**src/kdlmc_pkg.sv**
```systemverilog
// ============================================================================
// kdlmc_pkg
// Shared constants, types and helpers for the key debounce / LED mode block.
// ============================================================================
package kdlmc_pkg;

    localparam int NUM_KEYS   = 4;
    localparam int KEY_IN_W   = 4;
    localparam int LED_OUT_W  = 4;
    localparam int CNT_W      = 8;
    localparam int CFG_IDX_W  = 2;

    localparam logic [CFG_IDX_W-1:0] REG_PRESS_HOLD = 2'd0;
    localparam logic [CFG_IDX_W-1:0] REG_DEBOUNCE   = 2'd1;
    localparam logic [CFG_IDX_W-1:0] REG_BLINK      = 2'd2;

    localparam logic [CNT_W-1:0] PRESS_HOLD_RST = 8'd150;
    localparam logic [CNT_W-1:0] DEBOUNCE_RST   = 8'd5;
    localparam logic [CNT_W-1:0] BLINK_RST      = 8'd25;

    localparam logic [1:0] MODE_OFF   = 2'd0;
    localparam logic [1:0] MODE_ON    = 2'd1;
    localparam logic [1:0] MODE_BLINK = 2'd2;

    typedef struct packed {
        logic             tick;
        logic             refresh;
        logic [CNT_W-1:0] press_hold;
        logic [CNT_W-1:0] debounce;
    } kdl_cell_ctrl_t;

    typedef struct packed {
        logic ev_valid;
        logic ev_pressed;
        logic led_next;
    } kdl_cell_stat_t;

    function automatic logic [1:0] next_mode(input logic [1:0] m);
        logic [1:0] r;
        begin
            if (m >= MODE_BLINK)
                r = MODE_OFF;
            else
                r = m + 2'd1;
            return r;
        end
    endfunction

endpackage

```
**src/kdl_cell.sv**
```systemverilog
// ============================================================================
// kdl_cell
// One key: debounce counter, latch, LED mode and LED level. Passes the
// press-seen flag on to the next key in the chain.
// ============================================================================
module kdl_cell
    import kdlmc_pkg::*;
(
    input  logic           clk,
    input  logic           rst_n,
    input  kdl_cell_ctrl_t ctrl,
    input  logic           is_main,
    input  logic           level_high,
    input  logic           seen_in,
    output logic           seen_out,
    output kdl_cell_stat_t stat
);

    logic [CNT_W-1:0] hold_reg, hold_next;
    logic             latched_reg, latched_next;
    logic [1:0]       mode_reg, mode_next;
    logic             led_reg;
    logic [CNT_W-1:0] hold_inc;
    logic [CNT_W-1:0] limit;
    logic             press_phase;

    assign hold_inc    = hold_reg + 8'd1;
    assign limit       = is_main ? ctrl.press_hold : ctrl.debounce;
    assign press_phase = !latched_reg && !level_high;
    assign seen_out    = seen_in || press_phase;

    always_comb
    begin
        hold_next       = 8'd0;
        latched_next    = latched_reg;
        mode_next       = mode_reg;
        stat.ev_valid   = 1'b0;
        stat.ev_pressed = 1'b0;
        if (latched_reg && level_high && seen_in)
        begin
            if (hold_inc == ctrl.debounce)
            begin
                latched_next  = 1'b0;
                mode_next     = next_mode(mode_reg);
                stat.ev_valid = is_main;
            end
            else
            begin
                hold_next = hold_inc;
            end
        end
        else if (press_phase)
        begin
            if (hold_inc == limit)
            begin
                latched_next    = 1'b1;
                stat.ev_valid   = is_main;
                stat.ev_pressed = is_main;
            end
            else
            begin
                hold_next = hold_inc;
            end
        end

        stat.led_next = led_reg;
        if (ctrl.refresh)
        begin
            case (mode_reg)
                MODE_OFF: stat.led_next = 1'b0;
                MODE_ON:  stat.led_next = 1'b1;
                default:  stat.led_next = ~led_reg;
            endcase
        end
    end

    always_ff @(posedge clk or negedge rst_n)
    begin
        if (!rst_n)
        begin
            hold_reg    <= 8'd0;
            latched_reg <= 1'b0;
            mode_reg    <= MODE_BLINK;
            led_reg     <= 1'b0;
        end
        else if (ctrl.tick)
        begin
            hold_reg    <= hold_next;
            latched_reg <= latched_next;
            mode_reg    <= mode_next;
            led_reg     <= stat.led_next;
        end
    end

endmodule

```
**src/kdl_blink_timer.sv**
```systemverilog
// ============================================================================
// kdl_blink_timer
// Tick counter that flags an LED refresh every blink_ticks ticks.
// ============================================================================
module kdl_blink_timer
    import kdlmc_pkg::*;
(
    input  logic             clk,
    input  logic             rst_n,
    input  logic             tick,
    input  logic [CNT_W-1:0] blink_ticks,
    output logic             refresh
);

    logic [CNT_W-1:0] cnt_reg, cnt_next;
    logic [CNT_W-1:0] cnt_inc;

    assign cnt_inc  = cnt_reg + 8'd1;
    assign refresh  = tick && (cnt_inc == blink_ticks);
    assign cnt_next = (cnt_inc == blink_ticks) ? 8'd0 : cnt_inc;

    always_ff @(posedge clk or negedge rst_n)
    begin
        if (!rst_n)
            cnt_reg <= 8'd0;
        else if (tick)
            cnt_reg <= cnt_next;
    end

endmodule

```
**src/key_debounce_led_mode_control.sv**
```systemverilog
// The result of each accepted input transfer is registered in the output register.
// Throughput: one tick per cycle when not stalled; cells and blink timer step per tick.
// The input side stalls only while a finished result is held and not taken.
// Reset: asynchronous, active low; registers return to defaults, LEDs off,
// all modes blink, no press seen.
// ============================================================================
// key_debounce_led_mode_control
// Per-key debounce chain with LED mode cycling, blink refresh and key reports.
// ============================================================================
module key_debounce_led_mode_control
    import kdlmc_pkg::*;
(
    input  logic                 clk,
    input  logic                 rst_n,
    input  logic                 s_axis_tvalid,
    output logic                 s_axis_tready,
    input  logic [7:0]           s_axis_tdata,   // [3:0] key_levels
    output logic                 m_axis_tvalid,
    input  logic                 m_axis_tready,
    output logic [7:0]           m_axis_tdata,   // [3:0] led_drive, [4] report0_valid,
                                                 // [5] report0_pressed, [6] report1_valid,
                                                 // [7] report1_pressed
    input  logic                 cfg_valid,
    output logic                 cfg_ready,
    input  logic [CFG_IDX_W-1:0] cfg_index,
    input  logic [CNT_W-1:0]     cfg_data
);

    logic [CNT_W-1:0] press_hold_reg, debounce_reg, blink_reg;
    logic             press_seen_reg;
    logic             out_valid_reg;
    logic [7:0]       out_data_reg, out_data_next;
    logic             s_fire;
    logic             refresh;
    kdl_cell_ctrl_t   ctrl;
    kdl_cell_stat_t   stat [NUM_KEYS];
    logic [NUM_KEYS:0] seen;
    logic [LED_OUT_W-1:0] led_drive;

    assign cfg_ready     = 1'b1;
    assign s_axis_tready = !out_valid_reg || m_axis_tready;
    assign s_fire        = s_axis_tvalid && s_axis_tready;
    assign m_axis_tvalid = out_valid_reg;
    assign m_axis_tdata  = out_data_reg;

    always_ff @(posedge clk or negedge rst_n)
    begin
        if (!rst_n)
        begin
            press_hold_reg <= PRESS_HOLD_RST;
            debounce_reg   <= DEBOUNCE_RST;
            blink_reg      <= BLINK_RST;
        end
        else if (cfg_valid)
        begin
            case (cfg_index)
                REG_PRESS_HOLD: press_hold_reg <= cfg_data;
                REG_DEBOUNCE:   debounce_reg   <= cfg_data;
                REG_BLINK:      blink_reg      <= cfg_data;
                default:        ;
            endcase
        end
    end

    kdl_blink_timer u_blink
    (
        .clk         (clk),
        .rst_n       (rst_n),
        .tick        (s_fire),
        .blink_ticks (blink_reg),
        .refresh     (refresh)
    );

    assign ctrl.tick       = s_fire;
    assign ctrl.refresh    = refresh;
    assign ctrl.press_hold = press_hold_reg;
    assign ctrl.debounce   = debounce_reg;
    assign seen[0]         = press_seen_reg;

    for (genvar k = 0; k < NUM_KEYS; k++)
    begin : g_key
        logic level_high;
        if (k < KEY_IN_W)
        begin : g_pin
            assign level_high = s_axis_tdata[k];
        end
        else
        begin : g_nopin
            assign level_high = 1'b0;
        end

        kdl_cell u_cell
        (
            .clk        (clk),
            .rst_n      (rst_n),
            .ctrl       (ctrl),
            .is_main    (k < 2),
            .level_high (level_high),
            .seen_in    (seen[k]),
            .seen_out   (seen[k+1]),
            .stat       (stat[k])
        );

        if (k < LED_OUT_W)
        begin : g_led
            assign led_drive[k] = stat[k].led_next;
        end
    end

    for (genvar j = NUM_KEYS; j < LED_OUT_W; j++)
    begin : g_led_pad
        assign led_drive[j] = 1'b0;
    end

    assign out_data_next = {stat[1].ev_pressed, stat[1].ev_valid,
                            stat[0].ev_pressed, stat[0].ev_valid, led_drive};

    always_ff @(posedge clk or negedge rst_n)
    begin
        if (!rst_n)
        begin
            press_seen_reg <= 1'b0;
            out_valid_reg  <= 1'b0;
        end
        else
        begin
            if (s_fire)
                press_seen_reg <= seen[NUM_KEYS];
            if (s_axis_tready)
                out_valid_reg <= s_axis_tvalid;
        end
    end

    always_ff @(posedge clk)
    begin
        if (s_fire)
            out_data_reg <= out_data_next;
    end

`ifndef SYNTHESIS
    a_seen_sticky: assert property (@(posedge clk) disable iff (!rst_n)
        press_seen_reg |=> press_seen_reg)
        else $error("press_seen cleared after being set");

    a_fire_fills: assert property (@(posedge clk) disable iff (!rst_n)
        s_fire |=> m_axis_tvalid)
        else $error("accepted tick produced no result");

    a_rep0_kind: assert property (@(posedge clk) disable iff (!rst_n)
        m_axis_tvalid && m_axis_tdata[5] |-> m_axis_tdata[4])
        else $error("report0 kind set without valid");

    a_rep1_kind: assert property (@(posedge clk) disable iff (!rst_n)
        m_axis_tvalid && m_axis_tdata[7] |-> m_axis_tdata[6])
        else $error("report1 kind set without valid");
`endif

endmodule
```
**config.mk**
```make
export PLATFORM = sky130hd
export DESIGN_NAME = key_debounce_led_mode_control
export DESIGN_NICKNAME = d
export VERILOG_FILES = /design/src/kdlmc_pkg.sv /design/src/kdl_cell.sv /design/src/kdl_blink_timer.sv /design/src/key_debounce_led_mode_control.sv
export SDC_FILE = /design/constraint.sdc
export NUM_CORES = 1
export LEC_CHECK = 0
export BUFFER_PORTS_ARGS = -buffer_cell sky130_fd_sc_hd__buf_4
export CORE_ASPECT_RATIO = 1.4
export CORE_MARGIN = 5
export CORE_UTILIZATION = 60
export DETAILED_ROUTE_END_ITERATION = 10
export HOLD_SLACK_MARGIN = 0.05
export PLACE_DENSITY = 0.79
export SKIP_LAST_GASP = 1
export SYNTH_ARGS = -nofsm -noshare
export SYNTH_HDL_FRONTEND = slang
export SYNTH_SLANG_ARGS = --single-unit
```
**constraint.sdc**
```tcl
create_clock -name clk -period 8.2 [get_ports clk]
set_input_delay 1.23 -clock clk [delete_from_list [all_inputs] [get_ports clk]]
set_output_delay 1.23 -clock clk [all_outputs]
set_load 0.02 [all_outputs]
```
Yosys cells after proc, flatten, opt, wreduce, memory -nomap -nowiden --
Index checks and enable logic that the tools add are counted.
Word-level totals: bits in registers 90, input bits 23, output and inout port bits 11, logic and storage cells 166
Cells by class: add/sub/neg operators 9, order comparisons 4, equality and inequality tests 19, multiplexer cells 51, bitwise logic cells 6, reduce and logical (&&, ||, !) cells 52
Operators with widths (count):
- $mux W8 | 15
- $eq A8 B8 Y1 | 7
- $add A8 B1 Y8 const B | 5
- $mux W1 | 24
- $mux W2 | 8
- $reduce_and A4 Y1 | 4
- $logic_and A1 B1 Y1 | 14
- $ne A2 B2 Y1 const B | 6
- $reduce_and A3 Y1 | 4
- $reduce_bool A2 Y1 | 6
- $eq A2 B1 Y1 const B | 5
- $logic_not A2 Y1 | 5
- $logic_not A1 Y1 | 9
- $add A2 B1 Y2 const B | 4
- $ge A2 B2 Y1 const B | 4
- $pmux W1 S2 | 4
- $not A1 Y1 | 6
- $reduce_and A2 Y1 | 3
- $logic_or A1 B1 Y1 | 5
- $reduce_or A2 Y1 | 2
- $eq A2 B2 Y1 const B | 1

Logic depth before layout (Yosys ltp) --
word-level depth 8, depth in mapped cells 9, gate-level depth less buffers 8

Hierarchy --
From an unflattened synthesis, not the netlist that was laid out.
Second synthesis, totals: cells, all modules 690, area, all modules 6557.5 um2
Modules (own cells, without submodules):
- kdl_cell | instances 4, cells an instance 136, area each 1152.4 um2, seq. area each 301.5 um2
- key_debounce_led_mode_control | instances 1, cells an instance 68, area each 1258.7 um2, seq. area each 902.1 um2
- kdl_blink_timer | instances 1, cells an instance 78, area each 689.4 um2, seq. area each 200.2 um2

Least setup slack after synthesis --
Ideal clock, no wire load.
path kind input-to-reg, start in m_axis_tready, end reg out_data_reg[0] (netlist: m_axis_tdata[0]), enable pin, library setup time 0.375 ns, arrival 2.497 ns, data required time 7.825 ns, setup slack 5.327 ns, stages 5, path buffers 2, cell sequence nand2b_1 > nand2_1 > inv_1 > clkbuf_1 > clkbuf_1
RTL lines:
- start, declared | RTL line key_debounce_led_mode_control.sv:19 | input logic m_axis_tready,
- end signal, assigned | RTL line key_debounce_led_mode_control.sv:137 | out_data_reg <= out_data_next;
- end, declared | RTL line key_debounce_led_mode_control.sv:32 | logic [7:0] out_data_reg, out_data_next;

==> results <==
- The total count of max-transition violations in the final report is 0.
- The type of element capturing the critical path is a flop.
- For this design the static power due to leakage is ~2.5 nW.
- After synthesis, flip-flops and latches occupy between 40% and 50% of the total area.
- The clock net in this run drives a total of 90 sinks.
- The global-route wire length before repair is between 20000 and 25000 um.
- In the global route stage, overall resource usage came out at approximately 22%.
- The setup slack at placement is 4.98 ns.
- The post-route clock period utilization is between 30% and 40%.
- Sequential cells account for between 40% and 50% of the total power.
- Summed over all instances, the cell type with the most area after synthesis is dfrtp_1.
- The DRC violation count after routing is 0.
- In the synthesized netlist the dominant register cell turns out to be dfrtp_1.
- The critical path is of the reg -> reg type.
- The placeable core region is approximately 9000 um2.
- The floorplan has 41 rows.
- Entering global routing, the biggest net connects 83 pins.
- In this run the tool buffered the top-level ports with 28 buffer cells.
- Post-CTS repair changed the size of 0 cells.
- The sequential standard cell area is 2310 um2.
- The post-CTS setup-driven buffer insertion count is 0.
- The H-tree was split into 3 levels.
- The post-route minimum period is around 3.2 ns.
- In this run the horizontal extent of the chip is 91.8 um.
- The final hold violation count is 0.
- In this run the remaining antenna-violating nets after routing total 0.
- The tool flagged a number of max-cap violations equal to 0.
- In this run the cell area of the synthesized design comes to 5620 um2.
- The net count of the finished layout is 627.
- The actual transition at the worst max-transition pin is 1.12 ns.
- The area used by multi-input combinational logic is 3130 um2.
- The final wirelength is roughly 12000 um.
- The post-route cell area is 6130 um2.
- The kind of cell adding the most delay to the critical path is simple AND/OR/NAND/NOR gates.
- The final HPWL from detailed placement is about 8700 um.
- When the netlist entered floorplanning its net count stood at approximately 600.
- The final standard cell count with taps included and fillers excluded is roughly 700.
- The number of diodes added for antenna fixing is 0.
- The register with the most flip-flops in the layout has 32 of them.
- The cell total after placement is 695.
- The internal power is ~950 uW.
- The routed layout has ~4600 vias.
- Summed over all layers, the global routing overflow is 0.
- The achievable frequency is between 0.3 and 0.4 GHz.
- Overall power consumption after layout is estimated at between 1 and 1.5 mW.
- STA puts the critical path data required time at slightly above 8 ns.
- After routing, the total negative slack on setup checks comes to 0 ns.
- After clock tree synthesis, the clock-pin slew on the worst setup and hold paths is about 0.06 ns.
- The source-to-sink clock delay at the later pin of the worst-skew pair is around 0.34 ns.
- In the final routed layout, each cell accounts on average for roughly 17 um.
- The number of top-level design ports is 34.
- The effective utilization at floorplan is approximately 62%.
- The number of standard cells after synthesis is 590.
- The final worst slack is between 5 and 6 ns.
- The count of different cell masters after synthesis is 73.
- The number of antenna violations at the first check in global routing was 0.
- The share of total power dissipated in the clock network is approximately 30%.
- The combinational share of power is around a quarter.
- The routability-driven placement congestion ratio is 0.902.
- Sorting the synthesized cells by area gives the leading types as dfrtp_1 (31%), mux2_2 (8.0%), dfstp_2 (6.1%).
- The slowest stage of the critical path is the dfrtp_1 cell.
- The synthesized design contains 8 enable-type register cells.
- The placed instances occupy a cell area of slightly below 6000 um2.
- Traced cell by cell, the critical path runs through ha_1 -> nand3_1 -> nor3b_1 -> o2111ai_1 -> a2111oi_4 -> nand2_1 -> nor2_2 -> mux2_2.
- The number of fillers in the final layout is roughly 700.
- Setup repair after global routing left no endpoint under its margin.
- The via count of the first global-routing pass is 4512.
- In this run the mean area of a mapped cell was roughly 9.5 um2.
- Across all hold checks on the routed design, the worst slack comes to ~0.5 ns.
- The top-area cell type share of the netlist area is a little under a third.
- The number of DRC markers in iteration 0 is ~330.
- The final count of negative-setup-slack endpoints is 0.
- The synthesis-to-layout area growth is 9.13%.
- The total die area is approximately 11000 um2.
- In this run the power density over the cells is 230 nW/um2.
- The worst endpoint data arrival time is about 3.3 ns.
- The longest clock path from root to sink contains 2 buffers.
- For the final database, setup skew stands at ~0.007 ns.
- The clock root buffer is clkbuf_16.
- TritonCTS created 9 clock buffers.
- The power dissipated by switching net loads is 462 uW.
- The number of buffers added to fix hold violations after cts is 0.
- The run finished with clean final reports.
- The worst setup path is launched from a flop.
- Net switching is about a third of the power.
- The flop and latch count out of synthesis is 90.
- Of the cells placed in the final design, the portion with a size suffix greater than 1 is between 10% and 20%.
- The headroom to the max-slew limit is about a quarter.
- The mean number of vias per cell is ~6.4.
- Of all flip-flops after synthesis, the portion carrying an async set or reset was 91.1%.
- The min-delay analysis places its worst path in the category reg -> reg.
- The number of warnings printed during yosys synthesis is 0.
- The utilization after layout is between 60 and 70%.
- The CTS tree is yes.
- The peak supply drop is 142 uV.
- The maximum fanout encountered on the critical timing path is 8.
- In this design, the stage delay of the slowest critical-path cell is roughly 0.44 ns.
- The first detailed-routing pass ran for 6 iterations.
- The vertical extent of the die is roughly 120 um.
- The buffer and inverter count on the worst path is 0.
==> worst register-to-register path: cells and delay by family, from the launching register on <==
family          cells  cell delay (ns)
compound gates      2             0.55
fa+ha+maj           1             0.29
flops               1             0.44
mux                 1             0.39
simple gates        4             1.27
==> logic make-up (layout without fill, tap and decap cells) <==
group | Yosys count | in the layout | synth area share (%)
AOI/OAI and AO/OA | 131 | 131 | 15.9
xor gates and xnor gates | 61 | 61 | 9.99
adders and majority gates | 5 | 5 | 1.11
buffers and inverters | 45 | 59 | 3.32
DFF | 90 | 90 | 41.1
muxes | 43 | 43 | 8.64
other | 1 | 1 | 0.0667
and+or+nand+nor | 214 | 214 | 19.9
==> cell type report <==
| cell class | instances | area share, % |
|---|---|---|
| inverters | 13 | 0.795 |
| clock inverters | 2 | 0.612 |
| repair buffers | 30 | 3.67 |
| well taps | 107 | 2.18 |
| flip-flops and latches | 90 | 37.6 |
| multi-input cells | 455 | 51.0 |
| clock buffers | 14 | 4.14 |
==> cell usage in the layout, fill, tap and decap left out, drive strengths merged, types with 4 or more instances in the layout <==
master  count
a211oi      4
a21oi      21
a22o       15
a31oi       5
and2        5
and3       13
buf        30
clkbuf     14
dfrtp      69
dfstp      13
edfxtp      8
ha          5
inv        13
mux2       41
nand2      36
nand2b     12
nand3      27
nand4       7
nor2       45
nor2b      12
nor3       28
nor3b       6
nor4        4
o211ai      5
o21ai      44
o22ai       4
o31ai       5
or4         5
xnor2      38
xor2       21
==> power by group through the flow <==
stage / clock network, mW / registers (mW) / logic, mW
2_1_floorplan: 0 / 0.590 / 0.313
3_3_place_gp: 0 / 0.629 / 0.350
3_5_place_dp: 0 / 0.633 / 0.367
4_1_cts: 0.418 / 0.627 / 0.370
5_1_grt: 0.440 / 0.640 / 0.412
6_report: 0.413 / 0.628 / 0.370
==> final timing paths <==
kind	cells after the start	end	slack, ns	start
worst max-delay path	8	m_axis_tdata[0]	5.02	u_blink.cnt_reg[0]
min in group asynchronous	1	g_key[3].u_cell.hold_reg[7]	1.08	rst_n
max in group asynchronous	1	blink_reg[1]	6.47	rst_n
worst min register to register	2	g_key[1].u_cell.mode_reg[1]	0.51	g_key[1].u_cell.mode_reg[1]
worst max register to register	8	m_axis_tdata[0]	5.02	u_blink.cnt_reg[0]
worst min-delay path	2	g_key[1].u_cell.mode_reg[1]	0.51	g_key[1].u_cell.mode_reg[1]
==> synthesized netlist by cell type (6+ instances only) <==
library cell	number
nand2b_1	12
nor2b_1	12
nand2_1	36
dfrtp_1	69
inv_1	13
dfstp_2	13
nor3_1	28
nor2_1	44
clkbuf_1	23
nor3b_1	6
a21oi_1	21
mux2_2	40
edfxtp_1	8
and3_1	13
a22o_1	15
nand4_1	7
nand3_1	26
o21ai_0	43
xnor2_1	38
xor2_1	21
==> per-layer routing <==
| metal | track usage [%] | share of wire (%) |
|---|---|---|
| met3 | 4.47 | 4.6 |
| met5 | 0 | 0 |
| met1 | 27.1 | 43 |
| met4 | 9.45 | 2.2 |
| met2 | 38.1 | 51 |
No activity file was read; power rests on OpenSTA's default activity.
